### src/hdl/swm_pkg.sv
`timescale 1ns / 1ps

package swm_pkg;

   localparam int WINDOW_MAX = 64;
   localparam int IDX_W      = $clog2(WINDOW_MAX);
   localparam int LEN_W      = $clog2(WINDOW_MAX + 1);
   localparam int SAMPLE_W   = 32;
   localparam int MED_W      = SAMPLE_W + 1;

   localparam logic [LEN_W-1:0] LEN_RESET = LEN_W'(3);

   typedef struct packed {
      logic                       valid;
      logic [IDX_W-1:0]           age;
      logic signed [SAMPLE_W-1:0] value;
   } cell_type;

   typedef struct packed {
      logic clear;
      logic remove;
      logic insert;
   } cell_cmd_type;

   // neighbor tie-offs at the two ends of the chain
   localparam cell_type CELL_LEFT_END  = '{valid: 1'b1, age: '0, value: '0};
   localparam cell_type CELL_RIGHT_END = '{valid: 1'b0, age: '0, value: '0};

endpackage

### src/hdl/swm_cell.sv
`timescale 1ns / 1ps

module swm_cell (
   input  logic                               clock,
   input  logic                               reset,
   input  swm_pkg::cell_cmd_type              cmd,
   input  logic signed [swm_pkg::SAMPLE_W-1:0] sample,
   input  logic signed [swm_pkg::SAMPLE_W-1:0] remove_val,
   input  logic [swm_pkg::IDX_W-1:0]          len_m1,
   input  swm_pkg::cell_type                  left,
   input  logic                               left_gt,
   input  swm_pkg::cell_type                  right,
   output swm_pkg::cell_type                  slot,
   output logic                               gt,
   output logic                               rm
);
   import swm_pkg::*;

   logic                       valid_ff, valid_in;
   logic [IDX_W-1:0]           age_ff, age_in;
   logic signed [SAMPLE_W-1:0] value_ff, value_in;
   logic                       take_sample;

   assign slot = '{valid: valid_ff, age: age_ff, value: value_ff};

   always_comb begin
      gt = valid_ff && ($signed(value_ff) > $signed(sample));
      rm = valid_ff && (age_ff == len_m1);
      // new item lands in the first slot that is above it or empty
      take_sample = !left_gt && (gt || !valid_ff) && left.valid;

      valid_in = valid_ff;
      age_in   = age_ff;
      value_in = value_ff;
      if (cmd.clear) begin
         valid_in = 1'b0;
      end else if (cmd.remove) begin
         // equal values sit oldest first, so >= covers the evicted cell and all above it
         if (valid_ff && ($signed(value_ff) >= $signed(remove_val))) begin
            valid_in = right.valid;
            age_in   = right.age;
            value_in = right.value;
         end
      end else if (cmd.insert) begin
         if (left_gt) begin
            valid_in = left.valid;
            age_in   = left.age + IDX_W'(1);
            value_in = left.value;
         end else if (take_sample) begin
            valid_in = 1'b1;
            age_in   = '0;
            value_in = sample;
         end else begin
            age_in = age_ff + IDX_W'(1);
         end
      end
   end

   always_ff @(posedge clock) begin
      if (reset) begin
         valid_ff <= 1'b0;
      end else begin
         valid_ff <= valid_in;
      end
   end

   always_ff @(posedge clock) begin
      age_ff   <= age_in;
      value_ff <= value_in;
   end

endmodule

### config.mk
export PLATFORM = sky130hd
export DESIGN_NAME = swm_cell
export DESIGN_NICKNAME = d
export VERILOG_FILES = /design/src/hdl/swm_pkg.sv /design/src/hdl/swm_cell.sv
export SDC_FILE = /design/constraint.sdc
export NUM_CORES = 1
export LEC_CHECK = 0
export BUFFER_PORTS_ARGS = -buffer_cell sky130_fd_sc_hd__buf_2
export CAP_MARGIN = 15
export CORE_UTILIZATION = 47
export DETAILED_ROUTE_END_ITERATION = 8
export PLACE_DENSITY = 0.92
export SLEW_MARGIN = 15
export SYNTH_ARGS = -nofsm -noshare
export SYNTH_HDL_FRONTEND = slang
export SYNTH_SLANG_ARGS = --single-unit
### constraint.sdc
create_clock -name clock -period 4.9 [get_ports clock]
set_input_delay 0.245 -clock clock [delete_from_list [all_inputs] [get_ports clock]]
set_output_delay 0.245 -clock clock [all_outputs]
set_load 0.02 [all_outputs]
After elaboration in Yosys (flattened, before gate mapping)
Cells that the tools add are included.
- muxes and demuxes: 15
- shift-type cells: 0
- multipliers: 0
- bitwise logic cells: 1
- divide/modulo/power cells: 0
- order comparisons: 2
- add/sub/neg operators: 2
- reductions and logical operators: 14
- equality and inequality tests: 2
- operators by type and width (cell ; number):
    $mux 32 ; 5
    $ge 32x32->1 ; 1
    $gt 32x32->1 ; 1
    $mux 6 ; 5
    $add 6x1->6 const B ; 2
    $eq 6x6->1 ; 1
    $reduce_and 3->1 ; 2
    $logic_and 1x1->1 ; 5
    $mux 1 ; 5
    $reduce_and 4->1 ; 1
    $reduce_bool 3->1 ; 1
    $logic_not 1->1 ; 2
    $ne 2x1->1 const B ; 1
    $reduce_bool 2->1 ; 1
    $reduce_or 2->1 ; 1
    $logic_or 1x1->1 ; 1
    $not 1->1 ; 1
- latch bits: 0
- word-level logic and storage cells: 39
- memory bits (read-only): 0
- memories: 0
- bits in registers: 39
- RAM bits: 0
- input port bits: 154

Depth between registers and ports, before layout
Gate-level depths: netlist (run 1).
- depth in word-level cells: 9
- depth in mapped cells: 9
- mapped depth without buffers: 9

Worst setup path after synthesis (run 1)
No wires, ideal clock.
- kind: reg-to-reg
- start: reg value_ff[27]
- end: reg value_ff[0], enable pin
- path buffers: 0
- setup slack: 1336 ps
- arrival time: 3173 ps
- cell stages (with the launch flop): 9
- path through: edfxtp_1 > ha_1 > a21oi_2 > o21ai_1 > a221oi_1 > o21ai_1 > or4_1 > a211oi_4 > o21a_1
- cells in the longest elaborated chain, start to end: 7
- elaborated cells on any way between the ends: 10
- classes of those cells: 2 x order compare; 1 x eq/ne; 7 x reduce/logical
- ends and longest elaborated chain (what ; line ; text):
    from (decl) ; swm_cell.sv:21 ; logic signed [SAMPLE_W-1:0] value_ff, value_in;
    from (signal assigned) ; swm_cell.sv:69 ; value_ff <= value_in;
    $gt 32x32->1 ; swm_cell.sv:27 ; gt = valid_ff && ($signed(value_ff) > $signed(sample));
    $logic_and 1x1->1 ; swm_cell.sv:27 ;
    $logic_or 1x1->1 ; swm_cell.sv:30 ; take_sample = !left_gt && (gt || !valid_ff) && left.valid;
    $logic_and 1x1->1 (2 in series) ; swm_cell.sv:30 ;
    $reduce_bool 3->1 (no line) ; n/a ;
    $reduce_and 4->1 (no line) * ; n/a ;
Mark *: on every way between the ends. The rest lies on a longest branch, timed or not.
A chain may end at the register's enable or synchronous reset.

Worst setup path after layout (run 1)
- start: reg value_ff[31]
- end: reg value_ff[13], enable pin
The elaborated chain is that of the path after synthesis.

==> results of run 1 <==
==> per-stage QoR <==
step	worst slack [ns]	cells	power (mW)	hold slack, ns	util [%]
floorplan	1.34	435	0.556	0.405	-
global placement	1.02	720	0.662	0.507	62.9
detailed placement	0.939	720	0.677	0.519	62.9
CTS	0.953	728	0.953	0.201	64.3
global route	0.752	728	1.00	0.201	64.3
finish	0.929	728	0.947	0.210	64.3
==> cell families (layout without fill, tap and decap cells) <==
kind of cell | Yosys count | after routing | synth area share, %
buf+inv | 85 | 276 | 8.37
compound gates | 107 | 107 | 17.0
fa+ha+maj | 66 | 66 | 21.4
simple gates | 92 | 92 | 11.7
xor+xnor | 14 | 14 | 3.18
mux | 32 | 32 | 8.30
flops | 39 | 39 | 30.1
==> power by group <==
group,switching [mW],internal [mW]
logic,0.148,0.128
registers,0.0107,0.384
clock network,0.126,0.152
==> cells in the mapped netlist (2+ instances only) <==
library cell  instances
o211ai_1              3
xor2_1                7
a211oi_1              3
ha_1                 66
mux2i_1              32
and3_1                2
a21oi_1              25
nor2_1                5
nand2_1              48
o21a_1                4
o21ai_0              39
a21o_1                6
a221oi_1              2
o31ai_1               7
nand4_1              13
o21ai_1               3
and4_1                2
edfxtp_1             38
xnor2_1               7
clkbuf_1             12
a21oi_2               2
nand3_1               8
inv_1                72
nor2b_1               2
nor3_1                2
a22oi_1               6
or4_1                 4
==> final timing paths <==
check	end	slack, ns	cells past startpoint
max	value_ff[13]	0.93	8
min	valid_ff	0.21	4
max reg2reg	value_ff[13]	0.93	8
min reg2reg	valid_ff	0.65	2
==> worst max-delay path: stages (launching register included) <==
cell      delay, ns
edfxtp_1       0.46
ha_1           0.37
and4_1         0.24
a221oi_1       0.39
o21ai_1        0.16
or4_1          0.60
a211oi_4       0.44
o21a_1         0.77
buf_12         0.25
==> flip-flops by register name, summed over array words and instances, names as in the netlist <==
name / cells
age_ff: 6
valid_ff: 1
value_ff: 32
==> layout make-up <==
cell class | instances | area share, %
Inverter | 72 | 5.35
Tap cell | 102 | 2.53
Sequential cell | 39 | 23.0
Timing Repair Buffer | 196 | 19.8
Clock inverter | 3 | 0.868
Multi-Input combinational cell | 311 | 47.1
Clock buffer | 5 | 1.36
==> metal layers <==
layer / global-route usage, % / vias up / part of all wire [%]
met4: 10.0 / 0 / 2.4
li1: - / 1942 / -
met1: 30.5 / 1824 / 40
met3: 3.69 / 27 / 6.9
met2: 46.5 / 161 / 51
met5: 0 / - / 0
==> metrics.csv, run 1 <==
metric,value,unit
outcome,"finished, final reports clean",
first_global_vias,3926,
netlist_instances,435,
io_buffers,194,
layout_common_cells,"buf_2 (193), inv_1 (72), ha_1 (66), nand2_1 (48), o21ai_0 (39)",
synth_area_leader_cell,edfxtp_1,
required,4.90,ns
grt_max_degree,76,
crit_start,value_ff[31],
dr.pass1.iters,4,
reg2reg_from,value_ff[31],
seqCellArea,0.00116,mm2
final_cell_area,0.00505,mm2
synth_nets,655,
setup_viol_count_final,0,
postRouteAntennaNets,0,
crit_arrival,3.97,ns
cp_max_fo,17,
worstSkewPairLatency,0.30,ns
htreeDepth,2,
hp-class,in -> reg,
area_growth,30.8,%
ys_ff_latch,39,
diodes,0,
irDropWorstVdd,0.128,mV
power_density,188,mW/mm2
async_flop_share,0,%
hold_viol,0,
wirelength,11000,um
yosys.area.top_type_share,29.6,%
cts_setup_buffers,0,
postCtsHoldBufs,0,
min_from,reset,
overflow,0,
numClockSinks,39,
synth-edff-count,38,
finalCriticalPeriod,3.97,ns
clockBufferDepth,2,
leakage,2.68,nW
ios,195,
clock_skew,0.0162,ns
dieHeight,92.6,um
drtIter0Drc,111,
synth.distinct_cells,42,
cts_tree,done,
tightest_slew,0.862,ns
row_count,32,
drive_gt1_share,33.5,%
path_class,reg -> reg,
grt_pass1_wl,17500,um
maxSlewHeadroom,42.6,%
dieArea,0.00858,mm2
yosys_warnings,0,
dieWidth,92.6,um
via_per_inst,5.43,
netlist_area,0.00386,mm2
antenna_found_initial,0,
start_util,49.2,%
syn_avg_cell_area,8.87,um2
core,0.00785,mm2
rsz0062_at_grt,false,
clockRootBuffer,clkbuf_8,
vias,3954,
final_common_cell,buf_2,
drc_errors,0,
start_kind,flip-flop,
min_period_over_period,81.0,%
hpwl,9190,um
yosysSeqAreaShare,30.1,%
synthTopCellsByArea,"edfxtp_1 (30%), ha_1 (21%), mux2i_1 (8.3%)",
tns,0,ns
globalplace.congestion,0.826,
num-nets-final,845,
end_kind,flip-flop,
cts_resized,0,
post_dp_cell_area,0.00493,mm2
n_fill_cell,671,
report.final.slew_viol_count,0,
grt.total_usage,25.7,%
max-cap-violations,0,
clkTransAtPathRegs,0.08,ns
multi_input_area,0.00237,mm2
synth_flop_cell,edfxtp_1,
max_freq,252,MHz
wl_per_cell,15.1,um
cts_made_buffers,5,
(Power assumes the default switching activity.)
==> run 2: changes to the inputs <==
- clock period: 4.9 -> 4.15 ns (I/O delays scaled with it)
==> run 2 against run 1 <==
  * Clock skew shrank 0.0057 ns
  * Final cell count rose by 0.27%
  * Critical path depth unchanged
  * Utilization shrank 0.080 points
  * Power rose by 17%
  * Worst setup slack got worse by 0.13 ns
  * Routed wire length up 2.5%
  * Die area did not move
==> metrics.csv, run 2 (same netlist as run 1, synthesis figures left out) <==
metric,value,unit,change
outcome,"finished, final reports clean",,unchanged
end_kind,flip-flop,,unchanged
vias,3936,,was 3954
ios,195,,unchanged
clkTransAtPathRegs,0.08,ns,about the same
postRouteAntennaNets,0,,unchanged
largestRegisters,"value_ff x32, age_ff x6, valid_ff x1",,unchanged
area_growth,30.6,%,was 30.8%
antenna_found_initial,0,,unchanged
tightest_slew,0.703,ns,was 0.862 ns
dieArea,0.00858,mm2,unchanged
hp-class,in -> reg,,unchanged
min_from,reset,,unchanged
core,0.00785,mm2,unchanged
hpwl,9550,um,was 9190 um
worstSkewPairLatency,0.29,ns,was 0.30 ns
reg2reg_from,value_ff[31],,unchanged
crit_arrival,3.33,ns,was 3.97 ns
wl_met3,611,um,was 764 um
num-nets-final,847,,was 845
route.met2.wl,5900,um,was 5570 um
numClockSinks,39,,unchanged
largest_reg_flops,32,,unchanged
power_density,221,mW/mm2,was 188 mW/mm2
cp_max_fo,16,,was 17
p_total,1.11,mW,was 947 uW
htreeDepth,2,,unchanged
diodes,0,,unchanged
maxSlewHeadroom,53.1,%,was 42.6%
clockRootBuffer,clkbuf_8,,unchanged
irDropWorstVdd,0.131,mV,was 0.128 mV
cts_made_buffers,5,,unchanged
dieWidth,92.6,um,unchanged
drive_gt1_share,33.4,%,was 33.5%
dr.max_layer_used,met4,,unchanged
postCtsHoldBufs,0,,unchanged
layout_common_cells,"buf_2 (194), inv_1 (72), ha_1 (66), nand2_1 (48), o21ai_0 (39)",,"was buf_2 (193), inv_1 (72), ha_1 (66), nand2_1 (48), o21ai_0 (39)"
pre_cts_slack,0.805,ns,was 0.939 ns
row_count,32,,unchanged
globalplace.congestion,0.819,,was 0.826
hold_viol,0,,unchanged
grt_max_degree,45,,was 76
cts_setup_buffers,0,,unchanged
cts_resized,0,,unchanged
cts_tree,done,,unchanged
grt.total_usage,26.7,%,was 25.7%
rsz0062_at_grt,false,,unchanged
via_per_inst,5.39,,was 5.43
setup_ws,0.801,ns,was 0.929 ns
finalCriticalPeriod,3.35,ns,was 3.97 ns
regMostFlops,value_ff,,unchanged
required,4.13,ns,was 4.90 ns
n_fill_cell,666,,was 671
wirelength,11300,um,was 11000 um
grt_pass1_wl,18100,um,was 17500 um
tns,0,ns,unchanged
first_global_vias,4110,,was 3926
dieHeight,92.6,um,unchanged
start_util,49.2,%,unchanged
path_class,reg -> reg,,unchanged
min_period_over_period,80.7,%,was 81.0%
clock_skew,0.0105,ns,was 0.0162 ns
max-cap-violations,0,,unchanged
drc_errors,0,,unchanged
report.final.slew_viol_count,0,,unchanged
multi_input_area,0.00237,mm2,unchanged
leakage,2.68,nW,about the same
max_freq,299,MHz,was 252 MHz
seqCellArea,0.00116,mm2,unchanged
wl_per_cell,15.4,um,was 15.1 um
crit_start,value_ff[31],,unchanged
drtIter0Drc,108,,was 111
overflow,0,,unchanged
io_buffers,194,,unchanged
setup_viol_count_final,0,,unchanged
dr.pass1.iters,5,,was 4
final_common_cell,buf_2,,unchanged
met1Wirelength,4530,um,was 4400 um
clockBufferDepth,2,,unchanged
start_kind,flip-flop,,unchanged
==> run 2: cell types whose count changed in the layout (fill, tap and decap cells not counted), sizes merged <==
cell	change
buf	+2
clkbuf	+2
clkinv	-2
==> run 2: worst paths after layout <==
path / endpoint / slack (ns) / depth (start not counted)
max: value_ff[19] / 0.80 / 8
max reg2reg: value_ff[19] / 0.80 / 8
min reg2reg: valid_ff / 0.67 / 2
min: valid_ff / 0.18 / 4
==> run 2: per-stage QoR <==
| step | hold WS [ns] | utilization (%) | instance area, um2 | cells |
|---|---|---|---|---|
| after CTS | 0.179 | 64.2 | 5040 | 730 |
| final | 0.183 | 64.2 | 5040 | 730 |
| after detailed placement | 0.491 | 62.9 | 4930 | 722 |
| after global placement | 0.480 | 62.9 | 4930 | 722 |
| after floorplan | 0.367 | - | 3860 | 435 |
| after global routing | 0.197 | 64.2 | 5040 | 730 |
==> run 2: layer usage <==
metal,vias up,GRT usage (%)
li1,1948,-
met1,1816,29.6
met2,148,51.2
met3,24,4.11
met4,0,8.97
met5,-,0
==> run 2: power breakdown <==
part	switching (mW)	internal [mW]
registers	0.0131	0.453
logic	0.175	0.150
clock network	0.140	0.180
total	0.328	0.784
==> run 2: area by class of cell <==
class	count	share of cell area, %
clock buffer	7	1.51
clock inverter	1	0.596
inverter	72	5.36
multi-input combinational	311	47.1
sequential	39	23.0
tap	102	2.53
timing repair buffer	198	19.9
==> run 2: worst max-delay path, stage by stage (launching register included) <==
cell	delay (ns)
edfxtp_1	0.44
ha_1	0.37
and4_1	0.24
a221oi_1	0.33
o21ai_1	0.16
or4_1	0.60
a211oi_4	0.43
o21a_1	0.21
buf_4	0.26
